### config.mk
export PLATFORM = sky130hd
export DESIGN_NAME = text_console_writer_top
export DESIGN_NICKNAME = d
export VERILOG_FILES = /design/src/rtl/core/tcw_pkg.sv /design/src/rtl/core/text_console_writer_top.sv /design/src/rtl/core/tcw_front.sv /design/src/rtl/core/tcw_queue.sv /design/src/rtl/core/tcw_back.sv
export SDC_FILE = /design/constraint.sdc
export NUM_CORES = 1
export LEC_CHECK = 0
export BUFFER_PORTS_ARGS = -buffer_cell sky130_fd_sc_hd__buf_2
export CAP_MARGIN = 10
export CORE_AREA = 2 2 172 174
export CTS_CLUSTER_DIAMETER = 60
export CTS_CLUSTER_SIZE = 30
export DETAILED_ROUTE_END_ITERATION = 12
export DIE_AREA = 0 0 174 176
export GPL_TIMING_DRIVEN = 0
export PLACE_DENSITY = 0.74
export SLEW_MARGIN = 20
export SYNTH_ARGS = -nofsm -noshare
export SYNTH_HDL_FRONTEND = slang
export SYNTH_SLANG_ARGS = --single-unit
### constraint.sdc
create_clock -name clk -period 8.7 [get_ports clk]
set_input_delay 0.87 -clock clk [delete_from_list [all_inputs] [get_ports clk]]
set_output_delay 0.87 -clock clk [all_outputs]
set_load 0.01 [all_outputs]
### src/rtl/core/tcw_pkg.sv
`default_nettype none

package tcw_pkg;

  // Text buffer size in bytes; must be a power of two between 1024 and 65536.
  localparam int BUFFER_BYTES = 32768;
  localparam int OFS_W        = $clog2(BUFFER_BYTES);
  localparam int LINE_BITS    = 9;
  localparam int PORT_OFS_W   = 15;
  localparam int LINES_W      = 7;
  localparam int STYLE_W      = 8;
  localparam int CHAR_W       = 8;
  localparam int QUEUE_DEPTH  = 4;
  localparam int QPTR_W       = $clog2(QUEUE_DEPTH);

  localparam logic [LINES_W-1:0] SCREEN_LINES_RESET  = 7'd45;
  localparam logic [STYLE_W-1:0] STYLE_RESET         = 8'd15;

  localparam logic [CHAR_W-1:0] CHAR_NEWLINE   = 8'd10;
  localparam logic [CHAR_W-1:0] CHAR_BACKSPACE = 8'd8;
  localparam logic [CHAR_W-1:0] CHAR_SPACE     = 8'd32;

  typedef enum logic [1:0] {
    REG_SCREEN_LINES  = 2'd0,
    REG_TEXT_STYLE    = 2'd1,
    REG_DEFAULT_STYLE = 2'd2
  } reg_index_t;

  typedef enum logic [1:0] {
    KIND_CELL   = 2'd0,
    KIND_CLEAR  = 2'd1,
    KIND_SCROLL = 2'd2,
    KIND_SERIAL = 2'd3
  } kind_t;

  typedef enum logic [1:0] {
    OP_CHAR      = 2'd0,
    OP_NEWLINE   = 2'd1,
    OP_BACKSPACE = 2'd2
  } op_t;

  // Result steps, emitted in this order for one transaction.
  localparam int STEP_CELL     = 0;
  localparam int STEP_BS_ECHO  = 1;
  localparam int STEP_SP_ECHO  = 2;
  localparam int STEP_CLEAR    = 3;
  localparam int STEP_SCROLL   = 4;
  localparam int STEP_SERIAL   = 5;
  localparam int STEP_N        = 6;

  typedef logic [STEP_N-1:0] step_mask_t;

  typedef struct packed {
    op_t                     op;
    logic [CHAR_W-1:0]       char_code;
    logic [STYLE_W-1:0]      text_style;
    logic [PORT_OFS_W-1:0]   cell_ofs;
    logic                    do_scroll;
    logic [PORT_OFS_W-1:0]   clear_ofs;
    logic [STYLE_W-1:0]      clear_style;
    logic [PORT_OFS_W-1:0]   scroll_ofs;
  } desc_t;

  function automatic logic [PORT_OFS_W-1:0] port_ofs(input logic [OFS_W-1:0] v);
    logic [OFS_W+PORT_OFS_W-1:0] w;
    w = (OFS_W+PORT_OFS_W)'(v);
    return w[PORT_OFS_W-1:0];
  endfunction

  function automatic logic [OFS_W-1:0] lines_to_end(input logic [LINES_W-1:0] lines);
    logic [LINES_W+LINE_BITS-1:0] prod;
    prod = {lines, {LINE_BITS{1'b0}}};
    return prod[OFS_W-1:0];
  endfunction

endpackage

`default_nettype wire

### src/rtl/core/text_console_writer_top.sv
// A character's descriptor is queued, then its first result is registered for the result ports.
// Throughput: the front takes one character per cycle while the four-entry queue has room;
// the back emits a result per cycle while popped; a character makes 1-6 results (2 typical).
// Reset is synchronous and active low; it restores cursor, scroll offset, screen end
// and styles to their power-on values and empties the queue and result register.
`default_nettype none

module text_console_writer_top (
  input  wire logic                            clk,
  input  wire logic                            rst_n,
  input  wire logic                            push,
  output logic                                 full,
  input  wire logic [7:0]                      in_char_code,
  output logic                                 empty,
  input  wire logic                            pop,
  output logic [1:0]                           out_kind,
  output logic [14:0]                          out_offset,
  output logic [15:0]                          out_payload,
  output logic                                 out_last,
  input  wire logic                            cfg_we,
  input  wire logic [1:0]                      cfg_index,
  input  wire logic [7:0]                      cfg_wdata
);
  import tcw_pkg::*;

  logic  q_push, q_full, q_pop, q_empty;
  desc_t q_wdata, q_rdata;

  tcw_front u_front (
    .clk          (clk),
    .rst_n        (rst_n),
    .push         (push),
    .full         (full),
    .in_char_code (in_char_code),
    .cfg_we       (cfg_we),
    .cfg_index    (cfg_index),
    .cfg_wdata    (cfg_wdata),
    .q_push       (q_push),
    .q_desc       (q_wdata),
    .q_full       (q_full)
  );

  tcw_queue u_queue (
    .clk     (clk),
    .rst_n   (rst_n),
    .q_push  (q_push),
    .q_wdata (q_wdata),
    .q_full  (q_full),
    .q_pop   (q_pop),
    .q_rdata (q_rdata),
    .q_empty (q_empty)
  );

  tcw_back u_back (
    .clk         (clk),
    .rst_n       (rst_n),
    .q_empty     (q_empty),
    .q_head      (q_rdata),
    .q_pop       (q_pop),
    .pop         (pop),
    .empty       (empty),
    .out_kind    (out_kind),
    .out_offset  (out_offset),
    .out_payload (out_payload),
    .out_last    (out_last)
  );

`ifndef ASSERT_OFF
  a_no_overflow: assert property (@(posedge clk) disable iff (!rst_n)
    q_push |-> !q_full)
    else $error("queue written while full");

  a_no_underflow: assert property (@(posedge clk) disable iff (!rst_n)
    q_pop |-> !q_empty)
    else $error("queue read while empty");

  a_last_is_serial: assert property (@(posedge clk) disable iff (!rst_n)
    (!empty && out_last) |-> (out_kind == KIND_SERIAL))
    else $error("final result of a character is not its serial echo");

  a_scroll_after_clear: assert property (@(posedge clk) disable iff (!rst_n)
    (pop && !empty && out_kind == KIND_CLEAR) |=> (!empty && out_kind == KIND_SCROLL))
    else $error("line clear not followed by scroll update");
`endif

endmodule

`default_nettype wire

### src/rtl/core/tcw_front.sv
`default_nettype none

module tcw_front (
  input  wire logic                         clk,
  input  wire logic                         rst_n,
  input  wire logic                         push,
  output logic                              full,
  input  wire logic [tcw_pkg::CHAR_W-1:0]   in_char_code,
  input  wire logic                         cfg_we,
  input  wire logic [1:0]                   cfg_index,
  input  wire logic [tcw_pkg::STYLE_W-1:0]  cfg_wdata,
  output logic                              q_push,
  output tcw_pkg::desc_t                    q_desc,
  input  wire logic                         q_full
);
  import tcw_pkg::*;

  logic [OFS_W-1:0]   cursor_r, cursor_nxt;
  logic [OFS_W-1:0]   screen_end_r, screen_end_nxt;
  logic [OFS_W-1:0]   scroll_r, scroll_nxt;
  logic [STYLE_W-1:0] text_style_r, text_style_nxt;
  logic [STYLE_W-1:0] default_style_r, default_style_nxt;

  logic [OFS_W-1:0]           cell_ofs;
  logic [OFS_W-1:0]           cur_new;
  logic [OFS_W-LINE_BITS-1:0] next_line;
  logic                       hit_end;
  op_t                        op;

  assign full   = q_full;
  assign q_push = push && !q_full;

  always_comb begin
    next_line = cursor_r[OFS_W-1:LINE_BITS] + 1'b1;
    op        = OP_CHAR;
    cell_ofs  = cursor_r;
    cur_new   = cursor_r + OFS_W'(2);
    if (in_char_code == CHAR_NEWLINE) begin
      op      = OP_NEWLINE;
      cur_new = {next_line, {LINE_BITS{1'b0}}};
    end else if (in_char_code == CHAR_BACKSPACE) begin
      op       = OP_BACKSPACE;
      cell_ofs = cursor_r - OFS_W'(2);
      cur_new  = cell_ofs;
    end
    hit_end = (cur_new == screen_end_r);

    q_desc.op          = op;
    q_desc.char_code   = in_char_code;
    q_desc.text_style  = text_style_r;
    q_desc.cell_ofs    = port_ofs(cell_ofs);
    q_desc.do_scroll   = hit_end;
    q_desc.clear_ofs   = port_ofs(cur_new);
    q_desc.clear_style = default_style_r;
    q_desc.scroll_ofs  = port_ofs(scroll_r + OFS_W'(1 << LINE_BITS));
  end

  always_comb begin
    cursor_nxt        = cursor_r;
    screen_end_nxt    = screen_end_r;
    scroll_nxt        = scroll_r;
    text_style_nxt    = text_style_r;
    default_style_nxt = default_style_r;
    if (cfg_we) begin
      case (cfg_index)
        REG_SCREEN_LINES:  screen_end_nxt    = lines_to_end(cfg_wdata[LINES_W-1:0]);
        REG_TEXT_STYLE:    text_style_nxt    = cfg_wdata;
        REG_DEFAULT_STYLE: default_style_nxt = cfg_wdata;
        default: ;
      endcase
    end else if (q_push) begin
      cursor_nxt = cur_new;
      if (hit_end) begin
        screen_end_nxt = screen_end_r + OFS_W'(1 << LINE_BITS);
        scroll_nxt     = scroll_r + OFS_W'(1 << LINE_BITS);
      end
    end
  end

  always_ff @(posedge clk) begin
    if (!rst_n) begin
      cursor_r        <= '0;
      screen_end_r    <= lines_to_end(SCREEN_LINES_RESET);
      scroll_r        <= '0;
      text_style_r    <= STYLE_RESET;
      default_style_r <= STYLE_RESET;
    end else begin
      cursor_r        <= cursor_nxt;
      screen_end_r    <= screen_end_nxt;
      scroll_r        <= scroll_nxt;
      text_style_r    <= text_style_nxt;
      default_style_r <= default_style_nxt;
    end
  end

endmodule

`default_nettype wire

### src/rtl/core/tcw_queue.sv
`default_nettype none

module tcw_queue (
  input  wire logic           clk,
  input  wire logic           rst_n,
  input  wire logic           q_push,
  input  wire tcw_pkg::desc_t q_wdata,
  output logic                q_full,
  input  wire logic           q_pop,
  output tcw_pkg::desc_t      q_rdata,
  output logic                q_empty
);
  import tcw_pkg::*;

  desc_t               mem_r [QUEUE_DEPTH];
  logic [QPTR_W-1:0]   wr_ptr_r, wr_ptr_nxt;
  logic [QPTR_W-1:0]   rd_ptr_r, rd_ptr_nxt;
  logic [QPTR_W:0]     count_r, count_nxt;

  assign q_full  = (count_r == (QPTR_W+1)'(QUEUE_DEPTH));
  assign q_empty = (count_r == '0);
  assign q_rdata = mem_r[rd_ptr_r];

  always_comb begin
    wr_ptr_nxt = wr_ptr_r;
    rd_ptr_nxt = rd_ptr_r;
    count_nxt  = count_r;
    if (q_push) begin
      wr_ptr_nxt = wr_ptr_r + 1'b1;
    end
    if (q_pop) begin
      rd_ptr_nxt = rd_ptr_r + 1'b1;
    end
    if (q_push && !q_pop) begin
      count_nxt = count_r + 1'b1;
    end else if (!q_push && q_pop) begin
      count_nxt = count_r - 1'b1;
    end
  end

  always_ff @(posedge clk) begin
    if (q_push) begin
      mem_r[wr_ptr_r] <= q_wdata;
    end
  end

  always_ff @(posedge clk) begin
    if (!rst_n) begin
      wr_ptr_r <= '0;
      rd_ptr_r <= '0;
      count_r  <= '0;
    end else begin
      wr_ptr_r <= wr_ptr_nxt;
      rd_ptr_r <= rd_ptr_nxt;
      count_r  <= count_nxt;
    end
  end

endmodule

`default_nettype wire

### src/rtl/core/tcw_back.sv
`default_nettype none

module tcw_back (
  input  wire logic                            clk,
  input  wire logic                            rst_n,
  input  wire logic                            q_empty,
  input  wire tcw_pkg::desc_t                  q_head,
  output logic                                 q_pop,
  input  wire logic                            pop,
  output logic                                 empty,
  output logic [1:0]                           out_kind,
  output logic [tcw_pkg::PORT_OFS_W-1:0]       out_offset,
  output logic [15:0]                          out_payload,
  output logic                                 out_last
);
  import tcw_pkg::*;

  step_mask_t done_r, done_nxt;
  step_mask_t need, remaining, sel;
  logic       emit, last;

  logic                  valid_r, valid_nxt;
  kind_t                 kind_r, kind_nxt;
  logic [PORT_OFS_W-1:0] offset_r, offset_nxt;
  logic [15:0]           payload_r, payload_nxt;
  logic                  last_r, last_nxt;

  always_comb begin
    need               = '0;
    need[STEP_CELL]    = (q_head.op != OP_NEWLINE);
    need[STEP_BS_ECHO] = (q_head.op == OP_BACKSPACE);
    need[STEP_SP_ECHO] = (q_head.op == OP_BACKSPACE);
    need[STEP_CLEAR]   = q_head.do_scroll;
    need[STEP_SCROLL]  = q_head.do_scroll;
    need[STEP_SERIAL]  = 1'b1;
    remaining = need & ~done_r;
    // Lowest pending step goes first.
    sel  = remaining & (~remaining + 1'b1);
    last = (remaining == sel);
  end

  assign emit  = !q_empty && (!valid_r || pop);
  assign q_pop = emit && last;

  always_comb begin
    kind_nxt    = kind_r;
    offset_nxt  = offset_r;
    payload_nxt = payload_r;
    last_nxt    = last_r;
    valid_nxt   = valid_r && !pop;
    done_nxt    = done_r;
    if (emit) begin
      valid_nxt = 1'b1;
      last_nxt  = last;
      done_nxt  = last ? '0 : (done_r | sel);
      kind_nxt    = KIND_SERIAL;
      offset_nxt  = '0;
      payload_nxt = {8'd0, q_head.char_code};
      if (sel[STEP_CELL]) begin
        kind_nxt    = KIND_CELL;
        offset_nxt  = q_head.cell_ofs;
        payload_nxt = {q_head.text_style,
                       (q_head.op == OP_BACKSPACE) ? 8'd0 : q_head.char_code};
      end else if (sel[STEP_BS_ECHO]) begin
        payload_nxt = {8'd0, CHAR_BACKSPACE};
      end else if (sel[STEP_SP_ECHO]) begin
        payload_nxt = {8'd0, CHAR_SPACE};
      end else if (sel[STEP_CLEAR]) begin
        kind_nxt    = KIND_CLEAR;
        offset_nxt  = q_head.clear_ofs;
        payload_nxt = {8'd0, q_head.clear_style};
      end else if (sel[STEP_SCROLL]) begin
        kind_nxt    = KIND_SCROLL;
        offset_nxt  = q_head.scroll_ofs;
        payload_nxt = '0;
      end
    end
  end

  always_ff @(posedge clk) begin
    if (!rst_n) begin
      valid_r <= 1'b0;
      done_r  <= '0;
    end else begin
      valid_r <= valid_nxt;
      done_r  <= done_nxt;
    end
  end

  always_ff @(posedge clk) begin
    kind_r    <= kind_nxt;
    offset_r  <= offset_nxt;
    payload_r <= payload_nxt;
    last_r    <= last_nxt;
  end

  assign empty       = !valid_r;
  assign out_kind    = kind_r;
  assign out_offset  = offset_r;
  assign out_payload = payload_r;
  assign out_last    = last_r;

endmodule

`default_nettype wire
# Word-level counts from Yosys, hierarchy flattened
# Memories as Yosys holds them, arrays and structs flattened. A register that Yosys moved wholly into a read port is not among the register bits.
# Index checks and enable logic that the tools add are counted.
# word_totals
reg_bits,109
latch_bits,0
ramBits,288
romBits,0
input_bits,23
out_inout_bits,36
elab_cells,97
mem_count,1
# op_classes
addsub,10
mul,0
n_div,0
order_cmp,0
eq_ne,10
shifts,0
muxes,33
n_bitwise,6
n_reduce_logical,23
# memory_table
name,depth,word_bits,read_ports,rd_ports_with_merged_regs,wr,line_no,text
u_queue.mem_r,4,72,1,1,1,tcw_queue.sv:15,desc_t mem_r [QUEUE_DEPTH];
# ops
cell,n
2-to-1 mux 15 bit,13
2-to-1 mux 16 bit,4
adder 15 x 10 -> 15 bit (second input constant),2
equality test 8 x 4 -> 1 bit (second input constant),2
2-to-1 mux 8 bit,2
adder 15 x 2 -> 15 bit (second input constant),1
equality test 15 bit,1
subtractor 15 x 2 -> 15 bit (second input constant),1
2-to-1 mux 2 bit,7
adder 6 x 1 -> 6 bit (second input constant),2
AND 6 bit,2
NOT 6 bit,2
equality test 6 bit,1
logical AND 1 bit,6
logical NOT 1 bit,6
2-to-1 mux 3 bit,2
2-to-1 mux 6 bit,1
OR 6 bit,1
AND reduction 2 bit,3
AND reduction 3 bit,2
nonzero test 2 bit,3
adder 2 x 1 -> 2 bit (second input constant),2
equality test 2 bit (second input constant),2
2-to-1 mux 1 bit,4
9 further kinds,10

# Depth between registers and ports, before layout
# Gate-level depths: netlist of the first run.
# logic_depth
depth_word,10
depth_mapped,15
depth_no_buf,13

# Cells and area by module
# Synthesis of the first run repeated with hierarchy kept, for this count alone.
# unflattened
cells_unflattened,966
area_unflattened_um2,16091.7
# by_module_without_submodules
mod,n_inst,cells_per_inst,area_per_inst_um2,seq_area_each_um2
tcw_queue,1,419,10913.0,8828.5
tcw_front,1,398,3263.1,860.8
tcw_back,1,149,1915.6,1161.1

# Least setup slack after synthesis of the first run
# No wires, ideal clock.
# synth_timing
path_kind,input to register
startpoint,input pop
endpoint,register u_queue.count_r[2]
setup_time_ns,0.070
arrival_time_ns,4.287
t_required_ns,8.630
setup_slack_ns,4.344
cell_stages,9
path_buffers,0
cell_sequence,inv_1 a21oi_1 nand2_1 ha_1 inv_1 fa_1 xor2_1 or3_1 a21oi_1
# synth_between
elab_chain_len,6
word_cells_on_any_way,8
cone_classes,mux (1); reduce/logical (7)
# synth_rtl
item,line_no,text
"start, declared",text_console_writer_top.sv:15,"input wire logic pop,"
logical OR 1 bit *,tcw_back.sv:42,assign emit = !q_empty && (!valid_r || pop);
logical AND 1 bit *,tcw_back.sv:42,
net u_back.emit,tcw_back.sv:20,"logic emit, last;"
logical AND 1 bit *,tcw_back.sv:43,assign q_pop = emit && last;
logical NOT 1 bit,tcw_queue.sv:34,if (q_push && !q_pop) begin
logical AND 1 bit,tcw_queue.sv:34,
2-to-1 mux 3 bit or nonzero test 2 bit (tied branches),--,
"end signal, assigned",tcw_queue.sv:55,count_r <= count_nxt;
"end, declared",tcw_queue.sv:18,"logic [QPTR_W:0] count_r, count_nxt;"
# The timed path passes the listed nets; every way through them passes the cells marked *.
# A chain may end at the register's enable or synchronous reset.

==> results.py, run 1 <==
metrics = {
    "timing": {
        "final_max_slew_viol_count": 0,
        "hold_ws_ps": 499,
        "fin_skew_ps": 24.3,
        "fmax_mhz": 232,
        "worst_pin_slew_ps": 981,
        "min_period_ps": 4310,
        "hold_viol_final": 0,
        "max_slew_margin_pct": 34.6,
        "final.period_utilization_pct": 49.5,
        "finalSetupViolations": 0,
        "timing.final.ws_setup_ps": 4390,
        "rsz0062_at_grt": "no",
        "setup_tns_ps": 0,
    },
    "place": {
        "place_congestion": 0.920,
        "io_buffers": 58,
        "post-dp-hpwl_mm": 20.3,
        "post-place-cells": 1355,
        "dpl-instance-area_sq_um": 15400,
        "pre_cts_ws_ps": 4430,
    },
    "final_layout": {
        "drive_above_1_share_pct": 22.3,
        "final_common_cell": "edfxtp_1",
        "area_growth_pct": 13.2,
        "layout.nets": 1034,
        "n_antenna_cell": 0,
        "final_core_util_pct": 57.1,
        "fin_area_sq_um": 16300,
        "final_cells": 1401,
        "final_cell_mix": "286 x edfxtp_1, 63 x mux4_2, 61 x buf_2",
    },
    "power_and_ir_drop": {
        "p_seq_share_pct": 47.8,
        "p_per_area_nw_per_um2": 277,
        "power_switching_mw": 1.32,
        "pwr-share-comb_pct": 23.5,
        "p_leak_nw": 5.52,
        "design_power_total_mw": 4.51,
        "power.share.clock_pct": 28.7,
        "ir_worst_vdd_uv": 226,
        "switching_share_pct": 29.3,
        "internal_power_mw": 3.19,
    },
    "detailed_routing": {
        "wire_per_inst_microns": 21.9,
        "drt_iter0_drc": 600,
        "via_per_inst": 5.77,
        "drc": 0,
        "postRouteAntennaNets": 0,
        "first_pass_iters": 5,
        "num_vias": 8088,
        "wl_mm": 30.6,
    },
    "clocking": {
        "clk_pin_slew_ps": 80,
        "ctsResizeCount": 0,
        "clk_latency_ps": 550,
        "tritoncts": "built",
        "post_cts_buffers": 0,
        "htreeDepth": 1,
        "cts_buffers": 25,
        "holdBufCountCts": 0,
        "cts_buffer_depth": 3,
        "cts-root-buf": "clkbuf_16",
        "cts_sinks": 345,
    },
    "synth": {
        "yosysTopAreaCell": "edfxtp_1",
        "syn_area_sq_um": 14400,
        "synth.distinct_cells": 82,
        "synth_seq_cells": 345,
        "yosysSeqAreaShare_pct": 67.8,
        "synth_area_leaders": "edfxtp_1 60%, mux4_2 9.8%, dfxtp_1 8.2%, nand2_1 1.6%, mux2i_1 1.5%",
        "syn-num-nets": 943,
        "ys_warn_count": 0,
        "synth_edf_count": 286,
        "syn_area_per_cell_sq_um": 15.9,
        "async_reset_ff_share_pct": 0,
        "synth_ff_type": "edfxtp_1",
        "syn_inst": 907,
        "synth_top_area_share_pct": 59.6,
    },
    "global_route": {
        "grt_pass1_wl_mm": 46.9,
        "grt_start_max_net_pins": 46,
        "grt_overflow_total": 0,
        "grt_pass1_vias": 7943,
        "grt_antenna_before_repair": 0,
        "grt_use_total_pct": 20.2,
    },
    "worst_setup_path": {
        "crit_required_ps": 9170,
        "end_kind": "flip-flop",
        "rr_worst_depth": 14,
        "r2r-end": "u_queue.count_r[2]",
        "crit_path_end": "u_queue.count_r[2]",
        "worstSetupPathType": "reg -> reg",
        "rrSetupSlack_ps": 4390,
        "cp_max_fo": 10,
        "worstPathArrival_ps": 4780,
        "start_kind": "flip-flop",
    },
    "die": {
        "dieArea_sq_um": 30600,
        "fp.dieW_microns": 174,
        "ios": 59,
        "start_util_pct": 50.5,
        "placementRows": 62,
        "coreArea_sq_um": 28500,
        "die_h_microns": 176,
    },
    "run": {
        "drv_cap": 0,
    },
    "worst_hold_path": {
        "hold_class": "reg -> reg",
        "worstHoldStart": "u_back.done_r[4]",
    },
    "status": {
        "outcome": "complete, no violations",
    },
}
[routing by layer]
metal,up-vias,track usage (%),share of wire [%]
met1,4055,28.5,43
met5,-,0,0
met4,0,5.15,1.9
met2,304,33.5,49
li1,3694,-,-
met3,35,2.76,6.7
[power groups by stage]
stage | clock, mW | combinational, mW | sequential [mW]
CTS | 1.32 | 1.08 | 2.16
detailed placement | 0 | 1.07 | 2.20
global route | 1.38 | 1.15 | 2.18
floorplan | 0 | 0.615 | 2.25
finish | 1.29 | 1.06 | 2.16
global placement | 0 | 0.988 | 2.22
[worst max-delay path: stages (launching register included)]
cell and delay (ps):
dfxtp_1 310, clkbuf_1 510, mux4_2 610, nor2b_1 200, clkbuf_1 370, a21oi_1 260, nand2_1 160, o211ai_1 190
nand2_1 300, ha_1 250, inv_1 60, fa_1 370, xor2_1 180, or3_1 320, a21oi_1 150
[cell type report]
type	count	area, sq um
well taps	384	480
plain buffers	53	320
flip-flops and latches	345	9770
clock inverters	20	302
multi-input cells	488	4260
repair buffers	64	455
fillers	2227	12200
clock buffers	26	639
inverters	21	78.8
[synth_stat cells, types with 9 or more instances]
master    count
edfxtp_1    286
mux4_2       63
nand2_1      60
dfxtp_1      59
nor2_1       52
a21oi_1      37
clkbuf_1     27
o21ai_0      27
xnor2_1      22
mux2i_1      21
inv_1        20
xor2_1       14
and2_1       13
nand3_1      13
a22oi_1      12
ha_1         12
nor3_1       12
a22o_1       10
nor2b_1       9
[how the worst min path moves through the flow]
stage	end	slack (ps)	cells past startpoint
6_report	u_back.done_r[4]	500	2
5_1_grt	u_queue.mem_r[2][15]	520	0
4_1_cts	u_back.done_r[4]	490	2
3_5_place_dp	u_back.done_r[4]	470	2
3_3_place_gp	u_back.done_r[4]	460	2
2_1_floorplan	u_back.done_r[4]	440	2
[state kept, by name, summed over array words and instances, names as in the netlist, 8 cells and up, named ones only]
signal	cells
u_queue.mem_r	252
u_back.out_offset	15
u_front.cursor_r	15
u_front.default_style_r	8
u_front.text_style_r	8
u_back.out_payload	16
[logic make-up (layout without fill, tap and decap cells)]
family / count (synthesis) / in the layout / synth area share [%]
flip-flops: 345 / 345 / 67.8
AND/OR/NAND/NOR: 216 / 216 / 8.00
AO/OA/AOI/OAI: 133 / 133 / 6.11
multiplexers: 88 / 88 / 11.6
buffers and inverters: 74 / 184 / 2.76
XOR/XNOR: 38 / 38 / 2.54
adder cells (fa/ha/maj): 13 / 13 / 1.18
Note: power is estimated with default switching activity, not from simulation.
==> run 2, diff against run 1 <==
==> constraint.sdc (replaced) <==
create_clock -name clk -period 4.3 [get_ports clk]
set_input_delay 0.43 -clock clk [delete_from_list [all_inputs] [get_ports clk]]
set_output_delay 0.43 -clock clk [all_outputs]
set_load 0.01 [all_outputs]
==> run 2 against run 1 <==
Power increased by 100%. Setup slack got worse by 4200 ps. Sequential power increased by 100%. Worst hold slack got worse by 370 ps. Sequential share of layout area about the same. Clock power increased by 100%. Largest power group unchanged. Highest routed layer unchanged.
==> results.py, run 2 (same netlist as run 1, synthesis figures left out) <==
metrics = {
    "clocking": {
        "cts_buffer_depth": 3,
        "htreeDepth": 1,
        "holdBufCountCts": 0,
        "ctsResizeCount": 0,
        "cts_sinks": 345,
        "cts-root-buf": "clkbuf_16",
        "cts_buffers": 25,
        "clk_pin_slew_ps": 90,
        "tritoncts": "built",
        "clk_latency_ps": 550,
        "post_cts_buffers": 0,
    },
    "worst_setup_path": {
        "cp_slowest_cell": "clkbuf_1",
        "end_kind": "flip-flop",
        "worstPathArrival_ps": 4550,
        "rrSetupSlack_ps": 220,
        "cp_top_family": "simple AND/OR/NAND/NOR gates",
        "cpPeakStageDelay_ps": 440,
        "r2r-end": "u_queue.count_r[2]",
        "start_kind": "flip-flop",
        "timing.critical_path.buf_inv": 3,
        "worstSetupPathType": "reg -> reg",
        "cp_max_fo": 10,
        "rr_worst_depth": 14,
        "path_cells": "clkbuf_1, mux4_2, nor2b_1, clkbuf_1, a21oi_1, nand2_1, o211ai_1, nand2_1, ha_1, inv_1, fa_1, xor2_1, or3_1, a21oi_1",
        "crit_required_ps": 4770,
    },
    "die": {
        "fp.dieW_microns": 174,
        "die_h_microns": 176,
        "ios": 59,
        "start_util_pct": 50.5,
        "dieArea_sq_um": 30600,
        "placementRows": 62,
        "coreArea_sq_um": 28500,
    },
    "run": {
        "drv_cap": 0,
    },
    "worst_hold_path": {
        "worstHoldStart": "cfg_wdata[6]",
        "hold_depth": 3,
        "hold_class": "in -> reg",
        "holdPathEnd": "u_front.text_style_r[6]",
    },
    "global_route": {
        "grt_pass1_vias": 7943,
        "grt_pass1_wl_mm": 46.9,
        "grt_start_max_net_pins": 46,
        "grt_antenna_before_repair": 0,
        "grt_overflow_total": 0,
        "grt_use_total_pct": 20.2,
    },
    "timing": {
        "fmax_mhz": 245,
        "min_period_ps": 4080,
        "final_max_slew_viol_count": 0,
        "hold_viol_final": 0,
        "finalSetupViolations": 0,
        "worst_pin_slew_ps": 992,
        "max_slew_margin_pct": 33.9,
        "fin_skew_ps": 26.9,
        "hold_ws_ps": 128,
        "timing.final.ws_setup_ps": 225,
        "setup_tns_ps": 0,
        "final.period_utilization_pct": 94.8,
        "rsz0062_at_grt": "no",
    },
    "detailed_routing": {
        "wl_mm": 30.5,
        "num_vias": 8059,
        "drc": 0,
        "wire_per_inst_microns": 21.8,
        "first_pass_iters": 6,
        "postRouteAntennaNets": 0,
        "drt_iter0_drc": 572,
        "via_per_inst": 5.76,
    },
    "status": {
        "outcome": "complete, no violations",
    },
    "place": {
        "place_congestion": 0.920,
        "post-dp-hpwl_mm": 20.3,
        "dpl-instance-area_sq_um": 15400,
        "pre_cts_ws_ps": 61.4,
        "io_buffers": 58,
    },
    "final_layout": {
        "drive_above_1_share_pct": 22.5,
        "area_growth_pct": 13.2,
        "n_antenna_cell": 0,
        "fillers": 2227,
        "final_cell_mix": "286 x edfxtp_1, 63 x mux4_2, 61 x buf_2",
        "regMostFlops": "u_queue.mem_r",
        "largest_register_ffs": 252,
        "final_core_util_pct": 57.1,
        "final_common_cell": "edfxtp_1",
        "fin_area_sq_um": 16300,
        "layout.nets": 1033,
    },
    "power_and_ir_drop": {
        "p_per_area_nw_per_um2": 560,
        "ir_worst_vdd_uv": 454,
        "p_leak_nw": 5.52,
    },
}
run 2: changes by cell type in the layout (fill, tap and decap cells not counted):
| cell | change |
|---|---|
| clkbuf_1 | -1 |
| dfxtp_1 | -1 |
| dfxtp_2 | +1 |
| nor2_1 | -1 |
| nor2_2 | +1 |
run 2: metrics by stage:
stage	std cells	total power [mW]
floorplan	907	5.79
global placement	1349	6.57
detailed placement	1355	6.62
CTS	1401	9.21
global route	1400	9.53
finish	1400	9.13
run 2: worst max path at each step:
stage	start	to	slack, ps	depth (start not counted)
4_1_cts	flip-flop	u_queue.count_r[2]	30	14
5_1_grt	flip-flop	u_queue.count_r[2]	30	14
3_5_place_dp	flip-flop	u_queue.count_r[2]	60	14
2_1_floorplan	pop	u_queue.count_r[2]	380	9
6_report	flip-flop	u_queue.count_r[2]	220	14
3_3_place_gp	pop	u_queue.count_r[2]	-2350	10
run 2: worst reg2reg max path, delay by kind of cell (launching register included):
family / cells / cell delay (ps)
adders and majority gates: 2 / 620
muxes: 1 / 420
buffers and inverters: 3 / 870
AOI/OAI and AO/OA: 3 / 620
and+or+nand+nor: 4 / 990
DFF: 1 / 310
xor gates and xnor gates: 1 / 180
run 2: power breakdown:
group	total, mW	switching [mW]	internal (mW)
clock	2.61	1.26	1.35
combinational	2.13	1.26	0.875
sequential	4.38	0.147	4.23
run 2: final cells by class:
class | instances | area (sq um) | share of cell area (%)
timing repair buffer | 64 | 455 | 2.79
clock inverter | 20 | 302 | 1.85
tap | 384 | 480 | 2.95
sequential | 345 | 9770 | 59.9
multi-input combinational | 488 | 4270 | 26.2
clock buffer | 26 | 639 | 3.92
inverter | 21 | 78.8 | 0.483
buffer | 52 | 317 | 1.94
run 2: per-layer routing:
layer	vias up	GRT usage, %	part of all wire (%)
met2	299	33.5	49
met5	-	0	0
li1	3695	-	-
met4	0	5.15	2.0
met3	35	2.76	6.4
met1	4030	28.5	43
==> run 3, diff against run 2 <==
==> constraint.sdc (replaced) <==
create_clock -name clk -period 3.8 [get_ports clk]
set_input_delay 0.38 -clock clk [delete_from_list [all_inputs] [get_ports clk]]
set_output_delay 0.38 -clock clk [all_outputs]
set_load 0.01 [all_outputs]
==> run 3 against run 2 <==
Clock skew shrank 6.8 ps. Cell area shrank 0.25%. Via count grew 0.98%. Worst hold slack lost 15 ps. Clock power grew 7%. Cell count shrank 0.14%. Sequential cell count is the same. Setup slack gained 7.6 ps. Register-to-register slack is essentially flat. Sequential share of layout area grew 0.17 points. Non-clock buffer count is the same. Largest cell class unchanged. Largest power group unchanged.
==> results.py, run 3 (same netlist as run 1, synthesis figures left out) <==
metrics = {
    "clocking": {
        "clk_latency_ps": 550,
        "htreeDepth": 1,
        "tritoncts": "built",
        "cts-root-buf": "clkbuf_16",
        "cts_buffer_depth": 3,
        "cts_buffers": 24,
        "clk_pin_slew_ps": 100,
        "post_cts_buffers": 0,
        "cts_sinks": 345,
    },
    "detailed_routing": {
        "drt_iter0_drc": 711,
        "drc": 0,
        "first_pass_iters": 5,
        "wl_mm": 30.6,
        "num_vias": 8138,
        "wire_per_inst_microns": 21.9,
        "postRouteAntennaNets": 0,
        "via_per_inst": 5.82,
    },
    "worst_setup_path": {
        "worstPathArrival_ps": 4040,
        "worstSetupPathType": "reg -> reg",
        "path_cells": "mux4_2, nor2b_1, clkbuf_2, o21a_1, o21ai_0, nand3_1, o211ai_1, nand2_2, ha_1, inv_1, fa_1, xor2_1, or3_1, a21oi_1",
        "timing.critical_path.buf_inv": 2,
        "crit_required_ps": 4270,
        "end_kind": "flip-flop",
        "rrSetupSlack_ps": 230,
        "cp_top_family": "simple AND/OR/NAND/NOR gates",
        "cpPeakStageDelay_ps": 560,
        "cp_max_fo": 10,
        "cp_slowest_cell": "mux4_2",
        "start_kind": "flip-flop",
    },
    "timing": {
        "fmax_mhz": 280,
        "hold_viol_final": 0,
        "setup_tns_ps": 0,
        "final.period_utilization_pct": 93.9,
        "fin_skew_ps": 20.1,
        "final_max_slew_viol_count": 0,
        "max_slew_margin_pct": 35.5,
        "min_period_ps": 3570,
        "rsz0062_at_grt": "no",
        "finalSetupViolations": 0,
        "worst_pin_slew_ps": 968,
    },
    "global_route": {
        "grt_pass1_wl_mm": 46.9,
        "grt_antenna_before_repair": 0,
        "grt_start_max_net_pins": 47,
        "grt_use_total_pct": 20.1,
        "grt_overflow_total": 0,
        "grt_pass1_vias": 8135,
    },
    "final_layout": {
        "final_cell_mix": "286 x edfxtp_1, 63 x mux4_2, 62 x buf_2",
        "largest_register_ffs": 252,
        "drive_above_1_share_pct": 22.8,
        "final_common_cell": "edfxtp_1",
        "n_antenna_cell": 0,
        "regArea_sq_um": 9770,
        "fillers": 2253,
        "final_cells": 1398,
        "multi_input_area_sq_um": 4290,
        "regMostFlops": "u_queue.mem_r",
        "area_growth_pct": 12.9,
        "layout.nets": 1032,
    },
    "status": {
        "outcome": "complete, no violations",
    },
    "power_and_ir_drop": {
        "p_leak_nw": 5.50,
        "ir_worst_vdd_uv": 613,
        "p_per_area_nw_per_um2": 627,
    },
    "die": {
        "start_util_pct": 50.5,
        "coreArea_sq_um": 28500,
        "die_h_microns": 176,
        "dieArea_sq_um": 30600,
        "placementRows": 62,
        "ios": 59,
        "fp.dieW_microns": 174,
    },
    "run": {
        "drv_cap": 0,
    },
    "worst_hold_path": {
        "hold_class": "in -> reg",
    },
    "place": {
        "post-dp-hpwl_mm": 20.3,
        "place_congestion": 0.898,
        "post-place-cells": 1355,
        "io_buffers": 58,
    },
}
## run 3: worst paths after layout
kind | startpoint | to | cells past startpoint
min | in_char_code[2] | u_queue.mem_r[0][64] | 1
max reg2reg | flip-flop | u_queue.count_r[2] | 14
min reg2reg | u_front.default_style_r[4] | u_queue.mem_r[0][19] | 0
max | flip-flop | u_queue.count_r[2] | 14
## run 3: layer usage
| layer | part of all wire, % | global-route usage [%] |
|---|---|---|
| met4 | 2.2 | 5.32 |
| met2 | 49 | 33.8 |
| met3 | 5.7 | 2.37 |
| met5 | 0 | 0 |
| met1 | 43 | 28.2 |
## run 3: cell type report
cell class	count	share of cell area (%)
clock buffer	27	3.89
buffer	51	1.93
multi-input combinational	488	26.3
tap	384	2.95
timing repair buffer	65	2.87
inverter	21	0.485
sequential	345	60.1
clock inverter	17	1.45
## run 3: power by group
part | leakage (nW) | switching [mW] | total (mW) | internal (mW)
logic | 1.94 | 1.43 | 2.44 | 1.00
clock network | 0.422 | 1.46 | 2.80 | 1.33
registers | 3.14 | 0.174 | 4.97 | 4.79
total | 5.50 | 3.07 | 10.2 | 7.13
## run 3: timing repair
item,in CTS,in global routing
setup endpoints to repair,7,7
hold buffers,0,0
gates cloned,0,0
resized for setup,3,6
## run 3: metrics by stage
stage | util, % | hold WS [ps] | area (sq um) | worst slack [ps] | power, mW
4_1_cts | 56.9 | 96.8 | 16200 | 42.1 | 10.2
2_1_floorplan | - | 441 | 14400 | 325 | 6.55
3_3_place_gp | 53.2 | 454 | 15200 | -783 | 7.33
3_5_place_dp | 53.8 | 474 | 15400 | -492 | 7.49
5_1_grt | 57.0 | 111 | 16300 | 2.88 | 10.6
6_report | 57.0 | 113 | 16300 | 232 | 10.2
